File: src/sv/point_rotate_project_defines.svh
// Assertion macros shared by the point rotate/project RTL.
// Needs nothing; the asserting modules take it by include.
`ifndef POINT_ROTATE_PROJECT_DEFINES_SVH
`define POINT_ROTATE_PROJECT_DEFINES_SVH
`ifndef SYNTHESIS
`define PRT_ASSERT_CLK(lbl, clk, rst, prop) \
  lbl: assert property (@(posedge clk) disable iff (rst) prop) \
    else $error("point_rotate_project assertion failed");
`define PRT_ASSERT(lbl, prop) `PRT_ASSERT_CLK(lbl, clk_i, !rst_ni, prop)
`else
`define PRT_ASSERT_CLK(lbl, clk, rst, prop)
`define PRT_ASSERT(lbl, prop)
`endif
`endif

File: src/sv/prt_pkg.sv
// Package for the point rotate/project block: widths, register indexes,
// item and coefficient types. Depends on nothing.
package prt_pkg;

  localparam int COORD_W         = 32;
  localparam int COEF_W          = 16;
  localparam int CFG_IDX_W       = 8;
  localparam int COEF_FRAC_BITS  = 14;

  localparam logic [CFG_IDX_W-1:0] CFG_COS_YAW   = 8'd0;
  localparam logic [CFG_IDX_W-1:0] CFG_SIN_YAW   = 8'd1;
  localparam logic [CFG_IDX_W-1:0] CFG_COS_PITCH = 8'd2;
  localparam logic [CFG_IDX_W-1:0] CFG_SIN_PITCH = 8'd3;

  typedef struct packed {
    logic signed [COEF_W-1:0] cos_yaw;
    logic signed [COEF_W-1:0] sin_yaw;
    logic signed [COEF_W-1:0] cos_pitch;
    logic signed [COEF_W-1:0] sin_pitch;
  } coef_t;

  typedef struct packed {
    logic signed [COORD_W-1:0] in_x;
    logic signed [COORD_W-1:0] in_y;
    logic signed [COORD_W-1:0] in_z;
  } in_item_t;

  typedef struct packed {
    logic signed [COORD_W-1:0] rot_x;
    logic signed [COORD_W-1:0] rot_y;
    logic signed [COORD_W-1:0] rot_z;
    logic signed [COORD_W-1:0] proj_x;
    logic signed [COORD_W-1:0] proj_y;
    logic                      overflow;
  } out_item_t;

endpackage

File: src/sv/prt_cfg_regs.sv
// Coefficient register file: cos/sin of yaw and pitch in signed fixed point.
// Depends on prt_pkg.
module prt_cfg_regs #(
  parameter int FRAC = prt_pkg::COEF_FRAC_BITS
) (
  input  logic                            clk_i,
  input  logic                            rst_ni,
  input  logic                            cfg_valid_i,
  output logic                            cfg_ready_o,
  input  logic [prt_pkg::CFG_IDX_W-1:0]   cfg_index_i,
  input  logic [prt_pkg::COEF_W-1:0]      cfg_data_i,
  output prt_pkg::coef_t                  coef_o
);
  import prt_pkg::*;

  localparam logic signed [COEF_W-1:0] ONE = COEF_W'(64'd1 << FRAC);

  coef_t coef_q, coef_d;

  assign cfg_ready_o = 1'b1;

  always_comb begin
    coef_d = coef_q;
    if (cfg_valid_i) begin
      case (cfg_index_i)
        CFG_COS_YAW:   coef_d.cos_yaw   = cfg_data_i;
        CFG_SIN_YAW:   coef_d.sin_yaw   = cfg_data_i;
        CFG_COS_PITCH: coef_d.cos_pitch = cfg_data_i;
        CFG_SIN_PITCH: coef_d.sin_pitch = cfg_data_i;
        default:       coef_d = coef_q;  // drop writes beyond the list
      endcase
    end
  end

  always_ff @(posedge clk_i or negedge rst_ni) begin
    if (!rst_ni) begin
      coef_q.cos_yaw   <= ONE;
      coef_q.sin_yaw   <= '0;
      coef_q.cos_pitch <= ONE;
      coef_q.sin_pitch <= '0;
    end else begin
      coef_q <= coef_d;
    end
  end

  assign coef_o = coef_q;

endmodule

File: config.mk
export PLATFORM = sky130hd
export DESIGN_NAME = prt_cfg_regs
export DESIGN_NICKNAME = d
export VERILOG_FILES = /design/src/sv/point_rotate_project_defines.svh /design/src/sv/prt_pkg.sv /design/src/sv/prt_cfg_regs.sv
export SDC_FILE = /design/constraint.sdc
export NUM_CORES = 1
export LEC_CHECK = 0
export BUFFER_PORTS_ARGS = -buffer_cell sky130_fd_sc_hd__buf_2
export CORE_MARGIN = 5
export CORE_UTILIZATION = 50
export CTS_CLUSTER_SIZE = 10
export DETAILED_ROUTE_END_ITERATION = 8
export PLACE_DENSITY = 0.8
export SYNTH_ARGS = -nofsm -noshare
export SYNTH_HDL_FRONTEND = slang
export SYNTH_SLANG_ARGS = --single-unit
File: constraint.sdc
create_clock -name clk_i -period 2.1 [get_ports clk_i]
set_input_delay 0.315 -clock clk_i [delete_from_list [all_inputs] [get_ports clk_i]]
set_output_delay 0.315 -clock clk_i [all_outputs]
set_load 0.02 [all_outputs]
Yosys cells after proc, flatten, opt, wreduce, memory -nomap -nowiden
Index checks and enable logic that the tools add are counted.
- equal/unequal tests: 3
- reductions and logical operators: 5
- operator list (operator ; number):
    $eq A8 B2 Y1 const B ; 2
    $eq A8 B1 Y1 const B ; 1
    $logic_not A8 Y1 ; 1
    $reduce_and A2 Y1 ; 4
- bits in registers: 64
- logic and storage cells: 12
- output and inout bits: 65

Depth between registers and ports, before layout
Gate-level depths: netlist (run 1).
- depth after elaboration: 2
- gate-level depth with buffers: 5
- gate-level depth less buffers: 3

Least setup slack after synthesis (run 1)
No wires, ideal clock.
- kind: input port to flip-flop
- start point: input port cfg_index_i[6] (netlist bit)
- end point: register coef_q, in the netlist coef_o[48]
- path slack: 479 ps
- setup time: 125 ps
- buffers on the path: 2
- cell stages on the path: 5
- data arrival time: 1496 ps
- cells stage by stage: nor4b_4 > and4bb_2 > buf_4 > buf_6 > mux2_2
- cells in the longest elaborated chain, start to end: 2
- RTL lines (element ; line ; text):
    start, declared ; prt_cfg_regs.sv:10 ; input logic [prt_pkg::CFG_IDX_W-1:0] cfg_index_i,
    $logic_not A8 Y1 ; prt_cfg_regs.sv:25 ; case (cfg_index_i)
    $reduce_and A2 Y1 (no source line) ; - ;
    end signal, assigned ; prt_cfg_regs.sv:42 ; coef_q <= coef_d;
    end, declared ; prt_cfg_regs.sv:18 ; coef_t coef_q, coef_d;
Every way passes these cells.
A chain may end at the register's enable or synchronous reset.

Worst setup path after layout (run 1)
- start point: input port cfg_index_i[6] (netlist bit)
- end point: register coef_q, in the netlist coef_o[39]
- cells in the longest elaborated chain, start to end: 2
- RTL lines (element ; line):
    $eq A8 B1 Y1 ; prt_cfg_regs.sv:25
    $reduce_and A2 Y1 (no source line) ; -
Every way passes these cells.

==> results of run 1 <==
power groups by stage:
stage / Sequential (uW) / Combinational (uW) / Clock, uW
after floorplan: 1420 / 61.0 / 0
after global placement: 1340 / 270 / 0
after detailed placement: 1340 / 278 / 0
after CTS: 1320 / 280 / 877
after global routing: 1330 / 297 / 921
final: 1320 / 275 / 851
Yosys cell counts:
cell type  instances
nand4_2            1
nor3_2             1
and4b_2            1
dfrtp_1           62
buf_6              5
mux2_4             1
nand4b_2           1
buf_4              2
nor4b_4            1
mux2_2            63
dfstp_2            2
conb_1             1
and4bb_2           1
area by class of cell:
cell class                      instances  area (um2)
Clock inverter                          2        10.0
Timing Repair Buffer                   97         518
Sequential cell                        64        1600
Fill cell                             382        1610
Tap cell                               67        83.8
Clock buffer                           14         143
Multi-Input combinational cell         71         813
layer usage:
metal / track usage, % / share of wire [%] / vias up
met3: 6.39 / 9.3 / 11
li1: - / - / 715
met4: 9.63 / 2.3 / 0
met1: 19.2 / 40 / 775
met5: 0 / 0 / -
met2: 27.8 / 49 / 60
cell families after synthesis:
group	after synthesis	synth area share [%]
other	1	0.151
multiplexers	64	29.1
AND/OR/NAND/NOR	6	3.42
flip-flops	64	64.5
buffers and inverters	7	2.87
stage by stage:
| stage | std cells | hold slack, ps | setup slack, ps |
|---|---|---|---|
| floorplan | 142 | 19.4 | 479 |
| global placement | 298 | 341 | 242 |
| detailed placement | 298 | 359 | 211 |
| CTS | 315 | 240 | 577 |
| global route | 315 | 254 | 497 |
| finish | 315 | 251 | 573 |
how the worst max path moves through the flow:
stage                               from    endpoint  slack [ps]  cells after the start
after detailed placement  cfg_index_i[6]  coef_o[36]         210                      4
after floorplan           cfg_index_i[6]  coef_o[48]         480                      5
final                     cfg_index_i[6]  coef_o[39]         570                      4
after CTS                 cfg_index_i[6]  coef_o[39]         580                      4
after global placement    cfg_index_i[6]  coef_o[38]         240                      4
after global routing      cfg_index_i[6]  coef_o[63]         500                      4
==> run summary, run 1 <==
outcome -> completed
Antenna Cells -> 0
Netlist Area Pre-Place -> 0.00249 mm2
Resized cells post-CTS -> 0
Syn Inst Count -> 142
starting density of the core -> 52.0%
synthesis-stage register bit count -> 64
Clk pwr share -> 34.8%
largest cells by area after synthesis -> dfrtp_1, mux2_2, buf_6
TritonCTS Buffers -> 9
worst path required time -> 2320 ps
initial antenna violation count -> 0
# DRC -> 0
vias in the first global route -> 1,618
die area -> 0.00649 mm2
fmax -> 655 MHz
Syn-to-layout area delta -> 27.5%
Total GRT Usage -> 17.1%
Seq/Total Area, Yosys -> 64.5%
commonest cells after routing, fill and taps aside -> buf_2, mux2_2, dfrtp_1
top cell type's share of synthesized area -> 62.3%
Avg WL per Cell -> 16.5 um
iteration count of the initial detailed-routing pass -> 4
Slew Limit Fails -> 0
Syn Nets -> 169
nets -> 270
Worst Clk Skew -> 0 ps
Worst Tran Pin Value -> 597 ps
CP Capture Type -> register
peak supply drop -> 545 uV
Cell Chain, Critical Path -> buf_2, nor4b_4, and4b_2, mux2_2
Core Region -> 0.00479 mm2
Largest register FFs -> 64
worst hold start -> cfg_data_i[11]
fin crit period -> 1530 ps
Finished Core Util -> 66.3%
worst rel slew slack -> 60.2%
Leakage -> 0.00186 uW
PwrDens -> 771 mW/mm2
Hold Path Cell Cnt -> 2
first-pass GRT wire length -> 8020 um
Worst Reg-to-Reg Cells -> 1
largest net degree at the start of global routing -> 29
WHS Endpoint -> coef_o[59]
Worst Hold Class -> in2reg
Iter 0 DRT Violations -> 56
combinational group share of total power -> 11.2%
Vias -> 1,561
share of cells above drive strength 1 -> 72.2%
CTS Buffer Depth -> 2
gpl congestion -> 0.733
setup TNS -> 0 ps
Max-cap violations -> 0
CP max FO -> 16
wirelength, routed -> 5190 um
Crit path largest cell delay -> 570 ps
buffers added on ports -> 90
CP arrival -> 1750 ps
instance area at placement -> 0.00301 mm2
Final setup viols -> 0
WP buf/inv -> 1
H-tree depth -> 3
Hold Fails Final Rpt -> 0
quantity of hold-fixing buffers added after cts -> 1
Root Driver -> clkbuf_8
CTS tree -> built
cell family contributing the most delay on the critical path -> simple AND/OR/NAND/NOR gates
Pint -> 1830 uW
largest area contributor in the netlist -> dfrtp_1
cell row count -> 25
Final Power -> 2450 uW
Sw Ratio -> 25.2%
sw power -> 617 uW
crit path launch type -> input port
Die X-Extent -> 80.6 um
latest clock arrival within the worst-skew pair -> 330 ps
Mapped Avg Cell Area -> 17.5 um2
unrepaired setup endpoints after global routing -> false
die height -> 80.6 um
critical path's slowest cell -> and4b_2
Worst Setup Path Type -> in2reg
most common cell after layout, fill and taps aside -> buf_2
Via density -> 4.96
hpwl dp -> 3860 um
CTS Sinks -> 64
Final Cycle Share -> 72.7%
final instance area -> 0.00317 mm2
Critical R2R Launch -> coef_o[41]
antenna-violating nets left -> 0
reg2reg setup slack -> 1330 ps
synth warn -> 0
total congestion overflow -> 0
Reg clk slew, reported paths -> 60 ps
post-CTS setup buffers -> 0
Flop pwr share -> 54.0%
synth unique cells -> 13
Critical R2R Capture -> coef_o[41]
# IOs -> 92
(Power assumes the default switching activity.)
==> inputs of run 2 (changes only) <==
--- a/config.mk
+++ b/config.mk
@@ -5,12 +5,13 @@
 export SDC_FILE = /design/constraint.sdc
 export NUM_CORES = 1
 export LEC_CHECK = 0
+export ABC_AREA = 1
 export BUFFER_PORTS_ARGS = -buffer_cell sky130_fd_sc_hd__buf_2
 export CORE_MARGIN = 5
-export CORE_UTILIZATION = 50
+export CORE_UTILIZATION = 45
 export CTS_CLUSTER_SIZE = 10
 export DETAILED_ROUTE_END_ITERATION = 8
-export PLACE_DENSITY = 0.8
+export PLACE_DENSITY = 0.74
 export SYNTH_ARGS = -nofsm -noshare
 export SYNTH_HDL_FRONTEND = slang
 export SYNTH_SLANG_ARGS = --single-unit
==> constraint.sdc (replaced) <==
create_clock -name clk_i -period 1.3 [get_ports clk_i]
set_input_delay 0.195 -clock clk_i [delete_from_list [all_inputs] [get_ports clk_i]]
set_output_delay 0.195 -clock clk_i [all_outputs]
set_load 0.02 [all_outputs]
==> run 2 against run 1 <==
Compared with the run above:
- total power rose by 79%
- area after synthesis grew 12%
- synthesized cell count grew 110%
- non-clock buffer count increased by 1
- critical endpoint is now coef_o[62]
- largest cell class unchanged
==> run summary, run 2 <==
Finished Core Util -> 58.3%
Cell Chain, Critical Path -> buf_2
commonest cells after routing, fill and taps aside -> nand2_1, buf_2, nand3_1
latest clock arrival within the worst-skew pair -> 340 ps
final cell count without fillers -> 469
Worst Reg-to-Reg Cells -> 2
largest area contributor in the netlist -> dfrtp_1
setup TNS -> 0 ps
Netlist Area Pre-Place -> 0.00280 mm2
Avg WL per Cell -> 15.5 um
CP arrival -> 1050 ps
top cell type's share of synthesized area -> 55.5%
starting density of the core -> 46.7%
Final setup viols -> 0
Syn Inst Count -> 297
Slew Limit Fails -> 0
Fillers -> 556
CTS Sinks -> 64
nets -> 416
worst setup path start -> coef_o[62]
Post-synth ARST share -> 100%
worst path required time -> 1110 ps
fmax -> 804 MHz
Reg clk slew, reported paths -> 70 ps
Mapped Avg Cell Area -> 9.42 um2
Max-cap violations -> 0
Total GRT Usage -> 19.5%
peak supply drop -> 708 uV
most common cell after layout, fill and taps aside -> nand2_1
die height -> 88.9 um
CTS tree -> built
Post-synth EDFFs -> 0
iteration count of the initial detailed-routing pass -> 4
quantity of hold-fixing buffers added after cts -> 1
outcome -> completed
PwrDens -> 1250 mW/mm2
Synth top cells by count -> nand2_1, nand3_1, dfrtp_1
Seq/Total Area, Yosys -> 57.3%
unrepaired setup endpoints after global routing -> false
WP depth -> 1
Final Hold Slack -> 114 ps
Largest register FFs -> 64
Iter 0 DRT Violations -> 95
Critical R2R Launch -> coef_o[62]
# IOs -> 92
Root Driver -> clkbuf_8
synth warn -> 0
TritonCTS Buffers -> 9
reg2reg setup slack -> 600 ps
largest cells by area after synthesis -> dfrtp_1, nand2_1, nand3_1
share of cells above drive strength 1 -> 36.0%
Worst Clk Skew -> 0 ps
Critical R2R Capture -> coef_o[62]
largest net degree at the start of global routing -> 65
Worst Setup Path Type -> reg2out
synthesis-stage register bit count -> 64
Main synth FF type -> dfrtp_1
initial antenna violation count -> 0
critical path's slowest cell -> dfstp_2
Resized cells post-CTS -> 0
Worst Hold Class -> in2reg
# DRC -> 0
Syn Nets -> 324
CP max FO -> 2
Antenna Cells -> 0
CP Capture Type -> output pin
buffers added on ports -> 90
Die X-Extent -> 88.9 um
WP buf/inv -> 1
vias in the first global route -> 2,315
Core Region -> 0.00599 mm2
post-CTS setup buffers -> 0
Worst Setup EP -> coef_o[62]
CTS Buffer Depth -> 2
synth unique cells -> 18
Vias -> 2,342
H-tree depth -> 3
Via density -> 4.99
total congestion overflow -> 0
Final Power -> 4380 uW
cell row count -> 28
Crit path largest cell delay -> 540 ps
wirelength, routed -> 7250 um
antenna-violating nets left -> 0
gpl congestion -> 0.785
cell family contributing the most delay on the critical path -> flip-flops
hpwl dp -> 5060 um
Leakage -> 0.00209 uW
Syn-to-layout area delta -> 24.8%
most instantiated library cell after synthesis -> nand2_1
fin crit period -> 1240 ps
crit path launch type -> register
die area -> 0.00789 mm2
first-pass GRT wire length -> 11,600 um
Hold Fails Final Rpt -> 0
Placed Cells -> 452
Final Cycle Share -> 95.7%
run 2: cell count changes after synthesis, sizes merged, moves of 5 or more:
cell and delta:
nor2 +8, inv +5, nand2 +133, mux2 -64, buf +10, nand3 +68
run 2: metrics by stage:
step / worst slack (ps) / instance area [um2]
final: 56.5 / 3490
after global routing: 28.6 / 3490
after CTS: 37.9 / 3490
after detailed placement: 70.6 / 3280
after global placement: 133 / 3280
after floorplan: 313 / 2800
run 2: how the worst min path moves through the flow:
stage | start | to | slack [ps] | cells after the start
4_1_cts | cfg_data_i[14] | coef_o[62] | 100 | 3
5_1_grt | cfg_data_i[5] | coef_o[5] | 140 | 3
3_5_place_dp | rst_ni | coef_o[40] | 230 | 2
6_report | cfg_data_i[14] | coef_o[62] | 110 | 3
3_3_place_gp | rst_ni | coef_o[40] | 240 | 2
2_1_floorplan | rst_ni | coef_o[0] | -100 | 0
run 2: area by class of cell:
| cell class | count | area [um2] | share of cell area (%) |
|---|---|---|---|
| clock buffers | 13 | 159 | 4.55 |
| repair buffers | 98 | 551 | 15.8 |
| multi-input cells | 210 | 1010 | 29.1 |
| clock inverters | 3 | 40.0 | 1.15 |
| inverters | 6 | 28.8 | 0.824 |
| flip-flops and latches | 64 | 1600 | 45.9 |
| well taps | 75 | 93.8 | 2.69 |
run 2: cells by family after synthesis:
family	count (synthesis)	share of synthesized area (%)
buffers and inverters	23	6.40
DFF	64	57.3
and+or+nand+nor	209	36.1
other	1	0.134
run 2: layer usage:
| metal | vias up | wire, um | track usage [%] |
|---|---|---|---|
| met5 | - | 0 | 0 |
| met4 | 0 | 72 | 8.24 |
| met3 | 8 | 663 | 5.03 |
| met2 | 91 | 3410 | 30.6 |
| met1 | 1111 | 3100 | 25.6 |
| li1 | 1132 | - | - |
run 2: where the power goes:
part | leakage, uW | internal, uW | switching (uW)
sequential | 0.000876 | 2090 | 55.9
clock | 0.000103 | 986 | 726
combinational | 0.00111 | 161 | 359
total | 0.00209 | 3230 | 1140
