**src/sv/point_rotate_project_defines.svh**
```systemverilog
// Assertion macros shared by the point rotate/project RTL.
// Needs nothing; the asserting modules take it by include.
`ifndef POINT_ROTATE_PROJECT_DEFINES_SVH
`define POINT_ROTATE_PROJECT_DEFINES_SVH
`ifndef SYNTHESIS
`define PRT_ASSERT_CLK(lbl, clk, rst, prop) \
  lbl: assert property (@(posedge clk) disable iff (rst) prop) \
    else $error("point_rotate_project assertion failed");
`define PRT_ASSERT(lbl, prop) `PRT_ASSERT_CLK(lbl, clk_i, !rst_ni, prop)
`else
`define PRT_ASSERT_CLK(lbl, clk, rst, prop)
`define PRT_ASSERT(lbl, prop)
`endif
`endif

```
**src/sv/prt_pkg.sv**
```systemverilog
// Package for the point rotate/project block: widths, register indexes,
// item and coefficient types. Depends on nothing.
package prt_pkg;

  localparam int COORD_W         = 32;
  localparam int COEF_W          = 16;
  localparam int CFG_IDX_W       = 8;
  localparam int COEF_FRAC_BITS  = 14;

  localparam logic [CFG_IDX_W-1:0] CFG_COS_YAW   = 8'd0;
  localparam logic [CFG_IDX_W-1:0] CFG_SIN_YAW   = 8'd1;
  localparam logic [CFG_IDX_W-1:0] CFG_COS_PITCH = 8'd2;
  localparam logic [CFG_IDX_W-1:0] CFG_SIN_PITCH = 8'd3;

  typedef struct packed {
    logic signed [COEF_W-1:0] cos_yaw;
    logic signed [COEF_W-1:0] sin_yaw;
    logic signed [COEF_W-1:0] cos_pitch;
    logic signed [COEF_W-1:0] sin_pitch;
  } coef_t;

  typedef struct packed {
    logic signed [COORD_W-1:0] in_x;
    logic signed [COORD_W-1:0] in_y;
    logic signed [COORD_W-1:0] in_z;
  } in_item_t;

  typedef struct packed {
    logic signed [COORD_W-1:0] rot_x;
    logic signed [COORD_W-1:0] rot_y;
    logic signed [COORD_W-1:0] rot_z;
    logic signed [COORD_W-1:0] proj_x;
    logic signed [COORD_W-1:0] proj_y;
    logic                      overflow;
  } out_item_t;

endpackage

```
**src/sv/prt_project.sv**
```systemverilog
// Saturation of the rotated point and oblique projection, two stages.
// Uses prt_pkg and the assertion macros of point_rotate_project_defines.svh.
module prt_project #(
  parameter int X_W = prt_pkg::COORD_W,
  parameter int Y_W = prt_pkg::COORD_W
) (
  input  logic                        clk_i,
  input  logic                        rst_ni,
  input  logic                        valid_i,
  input  logic signed [X_W-1:0]       x_i,
  input  logic signed [Y_W-1:0]       y_i,
  input  logic signed [Y_W-1:0]       z_i,
  output logic                        valid_o,
  output prt_pkg::out_item_t          result_o
);
  import prt_pkg::*;
  `include "point_rotate_project_defines.svh"

  localparam int XY_W = (X_W > Y_W) ? X_W : Y_W;
  localparam int CW   = (XY_W > COORD_W + 1) ? XY_W : COORD_W + 1;
  localparam logic signed [CW-1:0] SAT_HI = CW'(64'sd2147483647);
  localparam logic signed [CW-1:0] SAT_LO = CW'(-64'sd2147483648);
  localparam logic signed [COORD_W-1:0] HI32 = COORD_W'(SAT_HI);
  localparam logic signed [COORD_W-1:0] LO32 = COORD_W'(SAT_LO);

  function automatic logic sat_hit(input logic signed [CW-1:0] v);
    return (v > SAT_HI) || (v < SAT_LO);
  endfunction

  function automatic logic signed [COORD_W-1:0] sat_val(input logic signed [CW-1:0] v);
    logic signed [COORD_W-1:0] r;
    if (v > SAT_HI) begin
      r = HI32;
    end else if (v < SAT_LO) begin
      r = LO32;
    end else begin
      r = COORD_W'(v);
    end
    return r;
  endfunction

  // stage A: clamp the rotated point
  logic                       sa_valid_q;
  logic signed [COORD_W-1:0]  sa_rx_q, sa_ry_q, sa_rz_q;
  logic signed [CW-1:0]       xe, ye, ze;
  logic [2:0]                 sa_ovf_q, sa_ovf_d;

  assign xe = CW'(x_i);
  assign ye = CW'(y_i);
  assign ze = CW'(z_i);
  assign sa_ovf_d = {sat_hit(ze), sat_hit(ye), sat_hit(xe)};

  // stage B: project from the clamped values
  logic signed [COORD_W-1:0]  half;
  logic signed [CW-1:0]       px_sum, py_sum;
  logic                       out_valid_q;
  out_item_t                  out_q, out_d;

  assign half   = sa_rx_q >>> 1;
  assign px_sum = CW'(half) + CW'(sa_ry_q);
  assign py_sum = CW'(half) + CW'(sa_rz_q);

  always_comb begin
    out_d.rot_x    = sa_rx_q;
    out_d.rot_y    = sa_ry_q;
    out_d.rot_z    = sa_rz_q;
    out_d.proj_x   = sat_val(px_sum);
    out_d.proj_y   = sat_val(py_sum);
    out_d.overflow = (|sa_ovf_q) | sat_hit(px_sum) | sat_hit(py_sum);
  end

  always_ff @(posedge clk_i or negedge rst_ni) begin
    if (!rst_ni) begin
      sa_valid_q  <= 1'b0;
      out_valid_q <= 1'b0;
    end else begin
      sa_valid_q  <= valid_i;
      out_valid_q <= sa_valid_q;
    end
  end

  always_ff @(posedge clk_i) begin
    sa_rx_q  <= sat_val(xe);
    sa_ry_q  <= sat_val(ye);
    sa_rz_q  <= sat_val(ze);
    sa_ovf_q <= sa_ovf_d;
    out_q    <= out_d;
  end

  assign valid_o  = out_valid_q;
  assign result_o = out_q;

  `PRT_ASSERT(a_clamp_x_at_rail, sa_valid_q && sa_ovf_q[0] |-> (sa_rx_q == HI32 || sa_rx_q == LO32))
  `PRT_ASSERT(a_ovf_carries, sa_valid_q && (|sa_ovf_q) |=> out_q.overflow)

endmodule

```
**config.mk**
```make
export PLATFORM = sky130hd
export DESIGN_NAME = prt_project
export DESIGN_NICKNAME = d
export VERILOG_FILES = /design/src/sv/prt_pkg.sv /design/src/sv/prt_project.sv
export VERILOG_INCLUDE_DIRS = /design/src /design/src/sv
export SDC_FILE = /design/constraint.sdc
export NUM_CORES = 1
export LEC_CHECK = 0
export BUFFER_PORTS_ARGS = -buffer_cell sky130_fd_sc_hd__buf_4
export CAP_MARGIN = 15
export CORE_MARGIN = 5
export CORE_UTILIZATION = 47
export DETAILED_ROUTE_END_ITERATION = 12
export PLACE_DENSITY_LB_ADDON = 0.1
export SLEW_MARGIN = 15
export SYNTH_ARGS = -nofsm -noshare
export SYNTH_HDL_FRONTEND = slang
export SYNTH_SLANG_ARGS = --single-unit
```
**constraint.sdc**
```tcl
create_clock -name clk_i -period 2.6 [get_ports clk_i]
set_clock_uncertainty 0.1 [all_clocks]
set_input_delay 0.52 -clock clk_i [delete_from_list [all_inputs] [get_ports clk_i]]
set_output_delay 0.52 -clock clk_i [all_outputs]
set_load 0.02 [all_outputs]
```
## Word-level counts from Yosys, hierarchy flattened

Index checks and enable logic that the tools add are counted.

- Reduce and logical (&&, ||, !) cells: 6
- Multiplexer cells: 5
- Add/subtract/negate cells: 2
- Bitwise gates (word level): 2
- Order comparisons: 10

Operator list:

| operator | count |
|---|---|
| two-way mux 32 bit | 5 |
| greater-than comparator 32 bit, second input constant | 3 |
| < comparator 32 bit, second input constant | 3 |
| adder 31 x 32 -> 33 bit | 2 |
| greater-than comparator 33 x 32 -> 1 bit, second input constant | 2 |
| < comparator 33 x 32 -> 1 bit, second input constant | 2 |
| logical OR 1 bit | 5 |
| OR reduction 3 bit | 1 |
| OR 1 bit | 2 |

- Output and inout bits: 162
- Bits in registers: 262

## Depth between registers and ports, before layout

Gate-level depths: netlist of run 1.

- Depth after elaboration: 5
- Gate-level depth with buffers: 14
- Depth with buffers taken out: 12

## Worst setup path before layout of run 1

OpenSTA, ideal clock, no wires.

- Kind: register -> register
- From: register sa_rx_q[1]
- To: register out_q (netlist bit result_o[45])
- Clock period less this slack: 2844 ps
- Path buffers: 2
- Setup slack: -244 ps
- Cell stages (with the launch flop): 15
- Arrival time: 2670 ps
- Cell sequence: dfxtp_1 ha_1 inv_1 fa_1 nand2b_1 a21oi_1 o21ai_2 a211oi_2 a21o_2 a21oi_2 o31ai_4 buf_6 nand2_4 clkbuf_1 o21ai_0

- Word-level cells in the longest chain between the ends: 3
- Elaborated cells between the ends (all ways): 4
- Classes of those cells: 1 x add/sub; 2 x order compare; 1 x mux

RTL lines:

| what | line | source |
|---|---|---|
| from (decl) | prt_project.sv:44 | `logic signed [COORD_W-1:0] sa_rx_q, sa_ry_q, sa_rz_q;` |
| from (signal assigned) | prt_project.sv:83 | `sa_rx_q <= sat_val(xe);` |
| adder 31 x 32 -> 33 bit * | prt_project.sv:60 | `assign px_sum = CW'(half) + CW'(sa_ry_q);` |
| < comparator 33 x 32 -> 1 bit | prt_project.sv:34 | `end else if (v < SAT_LO) begin` |
| two-way mux 32 bit | prt_project.sv:34 |  |
| to (signal assigned) | prt_project.sv:87 | `out_q <= out_d;` |
| to (decl) | prt_project.sv:57 | `out_item_t out_q, out_d;` |

Mark *: on every way between the ends. The rest lies on a longest branch, timed or not.
A chain may end at the register's enable or synchronous reset.

## Worst setup path after layout of run 1

- From: register sa_rx_q[1]
- To: register out_q (netlist bit result_o[30])

- Word-level cells in the longest chain between the ends: 3
- Elaborated cells between the ends (all ways): 4
- Classes of those cells: 1 x add/sub; 2 x order compare; 1 x mux

RTL lines:

| what | line | source |
|---|---|---|
| adder 31 x 32 -> 33 bit * | prt_project.sv:61 | `assign py_sum = CW'(half) + CW'(sa_rz_q);` |
| < comparator 33 x 32 -> 1 bit | prt_project.sv:34 |  |
| two-way mux 32 bit | prt_project.sv:34 |  |

Marks and branches as above.

==> flow_metrics.env, run 1 <==
export IMPL_outcome="finished with violations"
export IMPL_failed_checks="setup timing"
export IMPL_fin_crit_sh_pct=108.0
export IMPL_clock_root_buffer="clkbuf_16"
export IMPL_h_tree_depth=1
export IMPL_reg2reg_setup_slack_ns=-0.21
export IMPL_drt_total_wl_um=28800
export IMPL_drt_first_pass_iters=4
export IMPL_path_clk_slew_ns=0.07
export IMPL_cellLeakagePower_nw=6.935
export IMPL_hold_viol_final=0
export IMPL_seq_area_frac_synth_pct=54.97
export IMPL_syn_area_per_cell_um2=10.36
export IMPL_peakVddDrop_uv=592.4
export IMPL_arrival_ns=3.16
export IMPL_synthArstFlopShare_pct=0.7634
export IMPL_synth_cells=923
export IMPL_path_cells="ha_4, inv_2, fa_2, nor2b_4, o2111ai_2, a31oi_2, a41o_1, a21bo_2, a21oi_4, o21ai_4, nor2_4, buf_4, buf_6, a31oi_1"
export IMPL_clk_latency_ns=0.53
export IMPL_initial_utilization_pct=47.55
export IMPL_tritoncts="done"
export IMPL_start_kind="flip-flop"
export IMPL_fmax_mhz=356.0
export IMPL_period_minus_slack_ns=2.809
export IMPL_die_y_um=152.6
export IMPL_place_ws_ns=-0.5030
export IMPL_yosysUniqueCellTypes=65
export IMPL_path_class="flip-flop to flip-flop"
export IMPL_synthFlopType="dfxtp_1"
export IMPL_yosys_warnings=0
export IMPL_syn2layout_area_growth_pct=63.25
export IMPL_die_w_um=152.6
export IMPL_required_ns=2.95
export IMPL_ys_ff_latch=262
export IMPL_placed_area_um2=12520
export IMPL_p_per_area_nw_per_um2=769.8
export IMPL_place_congestion=0.8508
export IMPL_cts_sinks=262
export IMPL_grt_pass1_vias=8526
export IMPL_min_path_type="primary input to async pin"
export IMPL_layout_common_cells="buf_4, dfxtp_1, dlygate4sd3_1"
export IMPL_grt_pass1_wl_um=44350
export IMPL_track_usage_pct=23.37
export IMPL_final_common_cell="buf_4"
export IMPL_wire_per_inst_um=17.47
export IMPL_slowest_delay_ns=0.37
export IMPL_drt_iter0_drc=216
export IMPL_n_antenna_cell=0
export IMPL_row_count=52
export IMPL_clockBufferDepth=3
export IMPL_dp_hpwl_um=19820
export IMPL_ant_nets=0
export IMPL_end_kind="flip-flop"
export IMPL_layout_drive_gt1_share_pct=47.21
export IMPL_dieArea_um2=23290
export IMPL_core_area_um2=20100
export IMPL_nNetsFinal=1524
export IMPL_crit_path_top_delay_cell="dfxtp_4"
export IMPL_crit_fanout=4
export IMPL_antenna_found_initial=0
export IMPL_stdcell_area_um2=15610
export IMPL_synth_area_um2=9559
export IMPL_hold_ws_ns=0.2174
export IMPL_fin_util_pct=77.62
export IMPL_worst_slack_ns=-0.2087
export IMPL_report_final_slew_viol_count=0
export IMPL_vias=8063
export IMPL_synth_edff_count=0
export IMPL_boundaryPins=261
export IMPL_numCtsBuffers=27
export IMPL_overflow=0
export IMPL_via_per_inst=4.890
export IMPL_drc=0
export IMPL_grt_setup_unrepaired="yes"
export IMPL_drv_cap=0
export IMPL_grt_start_max_net_pins=19
export IMPL_io_buffers=260
export IMPL_final_setup_viol_count=65
worst max-delay path: cells and delay by family (launching register included):
kind / cells / cell delay [ns]
and+or+nand+nor: 2 / 0.23
AOI/OAI and AO/OA: 7 / 1.24
buffers and inverters: 3 / 0.30
DFF: 1 / 0.37
adders and majority gates: 2 / 0.50
routing by layer:
metal / track usage, % / vias to the layer above / share of wire (%)
li1: - / 3991 / -
met1: 27.47 / 3792 / 40
met2: 42.78 / 232 / 52
met3: 5.907 / 48 / 6.7
met4: 5.473 / 0 / 2.2
met5: 0 / - / 0
final cells by class:
class                           count  area [µm²]
Sequential cell                   262        5290
Clock buffer                       34       752.0
Tap cell                          270       337.8
Fill cell                        1291        4499
Clock inverter                     15       165.2
Timing Repair Buffer              522        4309
Multi-Input combinational cell    527        4679
Inverter                           19       71.32
per-stage QoR:
| stage | cells | TNS, ns | total power, mW |
|---|---|---|---|
| detailed placement | 1473 | -23.11 | 7.469 |
| global placement | 1473 | -19.26 | 7.450 |
| floorplan | 925 | -0.6498 | 6.185 |
| finish | 1649 | -7.855 | 12.01 |
| global route | 1649 | -14.73 | 12.52 |
| CTS | 1643 | -9.911 | 11.87 |
where the power goes:
part	leakage, nW	switching [mW]	internal [mW]	total [mW]
Sequential	2.22	0.222	4.47	4.69
Clock	0.450	1.58	2.35	3.92
Combinational	4.27	1.75	1.64	3.40
Total	6.94	3.55	8.46	12.0
logic make-up after synthesis:
family | share of synthesized area (%)
other | 0.03923
flip-flops | 54.97
AO/OA/AOI/OAI | 16.64
adder cells (fa/ha/maj) | 9.660
AND/OR/NAND/NOR | 7.343
XOR/XNOR | 5.223
buffers and inverters | 6.126
state kept, by name (all words and copies together), names as in the netlist:
signal	cells
sa_rx_q	32
sa_rz_q	32
sa_ovf_q	3
sa_ry_q	32
valid_o	1
sa_valid_q	1
result_o	161
repair_timing:
item,in CTS,in global routing
setup endpoints to repair,65,65
pin swaps,40,43
gates resized for setup,159,85
cloned,5,0
hold endpoints to repair,99,0
setup buffers,21,12
hold buffers,98,0
worst paths after layout:
path                            cells after the start            end        from
worst min-delay path                                2        valid_o      rst_ni
worst min register to register                      0  result_o[129]  sa_rx_q[0]
max in group asynchronous                           2     sa_valid_q      rst_ni
min in group clk_i                                  0  result_o[129]  sa_rx_q[0]
worst max-delay path                               14   result_o[30]  sa_rx_q[1]
worst max register to register                     14   result_o[30]  sa_rx_q[1]
cell usage after synthesis, drive strengths merged (8+ instances only):
cell | instances | area [µm²]
xnor2 | 36 | 315.3
a21o | 27 | 207.7
inv | 19 | 71.32
nor3 | 9 | 45.04
ha | 64 | 800.8
o21ai | 82 | 425.4
nand2b | 8 | 50.05
a31oi | 8 | 62.56
nand2 | 44 | 172.7
maj3 | 8 | 82.58
dfxtp | 260 | 5205
nand4 | 14 | 87.58
o21a | 12 | 90.09
nor2 | 26 | 102.6
xor2 | 21 | 183.9
buf | 11 | 92.58
clkbuf | 111 | 421.7
nand3 | 16 | 80.08
a21oi | 77 | 404.1
No activity file was read; power rests on OpenSTA's default activity.
==> inputs of run 2 (changes only) <==
--- a/config.mk
+++ b/config.mk
@@ -8,7 +8,6 @@
 export LEC_CHECK = 0
 export BUFFER_PORTS_ARGS = -buffer_cell sky130_fd_sc_hd__buf_4
 export CAP_MARGIN = 15
-export CORE_MARGIN = 5
 export CORE_UTILIZATION = 47
 export DETAILED_ROUTE_END_ITERATION = 12
 export PLACE_DENSITY_LB_ADDON = 0.1
@@ -16,3 +15,4 @@
 export SYNTH_ARGS = -nofsm -noshare
 export SYNTH_HDL_FRONTEND = slang
 export SYNTH_SLANG_ARGS = --single-unit
+export TNS_END_PERCENT = 5
==> run 2 against run 1 <==
  * The run still ends with setup timing left
  * Global-route usage increased by 2.0 points
  * Sequential share of layout area increased by 1.2 points
  * Setup slack got worse by 0.098 ns
  * Design area decreased by 3.7%
  * Clock-buffer cell count increased by 3
  * Core utilization decreased by 1.4 points
  * Cell count increased by 0.18%
  * Via count about the same
  * Maximum frequency decreased by 3.4%
  * Critical path type unchanged
  * Non-clock buffer count increased by 11
  * Hold slack got worse by 0.0052 ns
  * Die area decreased by 10%
==> flow_metrics.env, run 2 (same netlist as run 1, synthesis figures left out) <==
export IMPL_nNetsFinal=1532
export IMPL_p_per_area_nw_per_um2=772.6
export IMPL_place_congestion=0.9231
export IMPL_wire_per_inst_um=16.53
export IMPL_fin_util_pct=76.21
export IMPL_die_w_um=144.6
export IMPL_core_area_um2=19720
export IMPL_power_total_mw=11.61
export IMPL_layout_common_cells="buf_4, dfxtp_1, dlygate4sd3_1"
export IMPL_final_setup_viol_count=65
export IMPL_drc=0
export IMPL_fmax_mhz=344.0
export IMPL_boundaryPins=261
export IMPL_report_final_slew_viol_count=0
export IMPL_dp_cells=1488
export IMPL_slowest_delay_ns=0.45
export IMPL_drt_iter0_drc=228
export IMPL_crit_fanout=3
export IMPL_initial_utilization_pct=48.48
export IMPL_layout_drive_gt1_share_pct=41.46
export IMPL_arrival_ns=3.23
export IMPL_dp_hpwl_um=18870
export IMPL_io_buffers=260
export IMPL_tightest_slew_ns=0.5970
export IMPL_die_y_um=144.6
export IMPL_h_tree_depth=1
export IMPL_row_count=51
export IMPL_drt_total_wl_um=27320
export IMPL_required_ns=2.92
export IMPL_nFillCells=1323
export IMPL_clockBufferDepth=3
export IMPL_via_per_inst=4.877
export IMPL_overflow=0
export IMPL_ant_nets=0
export IMPL_failed_checks="setup timing"
export IMPL_end_kind="flip-flop"
export IMPL_cts_sinks=262
export IMPL_track_usage_pct=25.36
export IMPL_worst_slack_ns=-0.3067
export IMPL_cellLeakagePower_nw=6.861
export IMPL_placed_area_um2=12600
export IMPL_peakVddDrop_uv=521.9
export IMPL_reg2reg_setup_slack_ns=-0.31
export IMPL_final_common_cell="buf_4"
export IMPL_outcome="finished with violations"
export IMPL_grt_pass1_wl_um=40720
export IMPL_clk_latency_ns=0.53
export IMPL_period_minus_slack_ns=2.907
export IMPL_start_kind="flip-flop"
export IMPL_path_class="flip-flop to flip-flop"
export IMPL_antenna_found_initial=0
export IMPL_stdcell_area_um2=15030
export IMPL_min_path_type="primary input to async pin"
export IMPL_dieArea_um2=20910
export IMPL_fin_cells=1652
export IMPL_crit_path_top_delay_cell="a2111o_1"
export IMPL_worst_path_buf_inv=2
export IMPL_timing_setup_tns_ns=-15.22
export IMPL_n_antenna_cell=0
export IMPL_clock_root_buffer="clkbuf_16"
export IMPL_tritoncts="done"
export IMPL_hold_viol_final=0
export IMPL_max_slew_margin_rel_pct=59.86
export IMPL_syn2layout_area_growth_pct=57.20
export IMPL_largest_register_ffs=161
export IMPL_path_clk_slew_ns=0.06
export IMPL_grt_setup_unrepaired="yes"
export IMPL_drt_first_pass_iters=4
export IMPL_cpLargestDelayFamily="compound AO/OA/AOI/OAI gates"
export IMPL_grt_pass1_vias=8027
export IMPL_fin_crit_sh_pct=111.8
export IMPL_grt_start_max_net_pins=25
export IMPL_vias=8056
export IMPL_path_cells="ha_4, inv_1, fa_2, nand2b_4, a21oi_4, o21ai_2, a211oi_2, a2111o_1, buf_4, a21o_1, a21oi_2, xnor2_1, maj3_2"
export IMPL_drv_cap=0
export IMPL_numCtsBuffers=26
==> run 2: final cells by class <==
cell class                      instances  area (µm²)  share of cell area [%]
Sequential cell                       262        5273                   35.09
Timing Repair Buffer                  533        4355                   28.98
Multi-Input combinational cell        525        4109                   27.34
Clock buffer                           37       773.2                   5.146
Tap cell                              265       331.6                   2.206
Clock inverter                         11       113.9                  0.7577
Inverter                               19       71.32                  0.4746
==> run 2: worst paths after layout <==
check | startpoint | end | cells after the start
max | sa_rx_q[1] | result_o[53] | 13
max reg2reg | sa_rx_q[1] | result_o[53] | 13
min reg2reg | sa_rx_q[0] | result_o[129] | 0
max in group asynchronous | rst_ni | sa_valid_q | 2
min | rst_ni | valid_o | 2
min in group clk_i | sa_rx_q[0] | result_o[129] | 0
==> run 2: report_power, final <==
group	internal [mW]	leakage, nW	total, mW	switching [mW]
Combinational	1.51	4.21	3.11	1.59
Sequential	4.47	2.22	4.69	0.224
Clock	2.27	0.437	3.81	1.54
==> run 2: routing by layer <==
layer  wire, µm  track usage (%)  part of all wire (%)  vias to the layer above
met1      11540            30.92                    42                     3732
met5          0                0                     0                        -
met3       1714            5.166                   6.3                       47
met2      13390            44.91                    49                      262
met4        667            7.202                   2.4                        0
li1           -                -                     -                     4015
==> run 2: what timing repair did <==
| action | CTS | global route |
|---|---|---|
| pin swaps | 11 | 34 |
| setup endpoints to repair | 65 | 65 |
| hold endpoints to repair | 99 | 0 |
| gates resized for setup | 45 | 73 |
| hold buffers | 98 | 0 |
| buffers inserted | 8 | 6 |
| gates cloned | 1 | 3 |
==> run 2: per-stage QoR <==
stage                     hold WS [ns]  setup WS [ns]
after floorplan                 0.1244       -0.07774
after global placement          0.2017        -0.5119
after detailed placement        0.2051        -0.6151
after CTS                       0.1974        -0.3203
after global routing            0.2164        -0.4665
final                           0.2122        -0.3067
==> run 2: worst register-to-register path, cell delays in order (launching register included) <==
cell	delay [ns]
dfxtp_4	0.37
ha_4	0.17
inv_1	0.07
fa_2	0.21
nand2b_4	0.15
a21oi_4	0.07
o21ai_2	0.20
a211oi_2	0.13
a2111o_1	0.46
buf_4	0.18
a21o_1	0.18
a21oi_2	0.15
xnor2_1	0.08
maj3_2	0.30
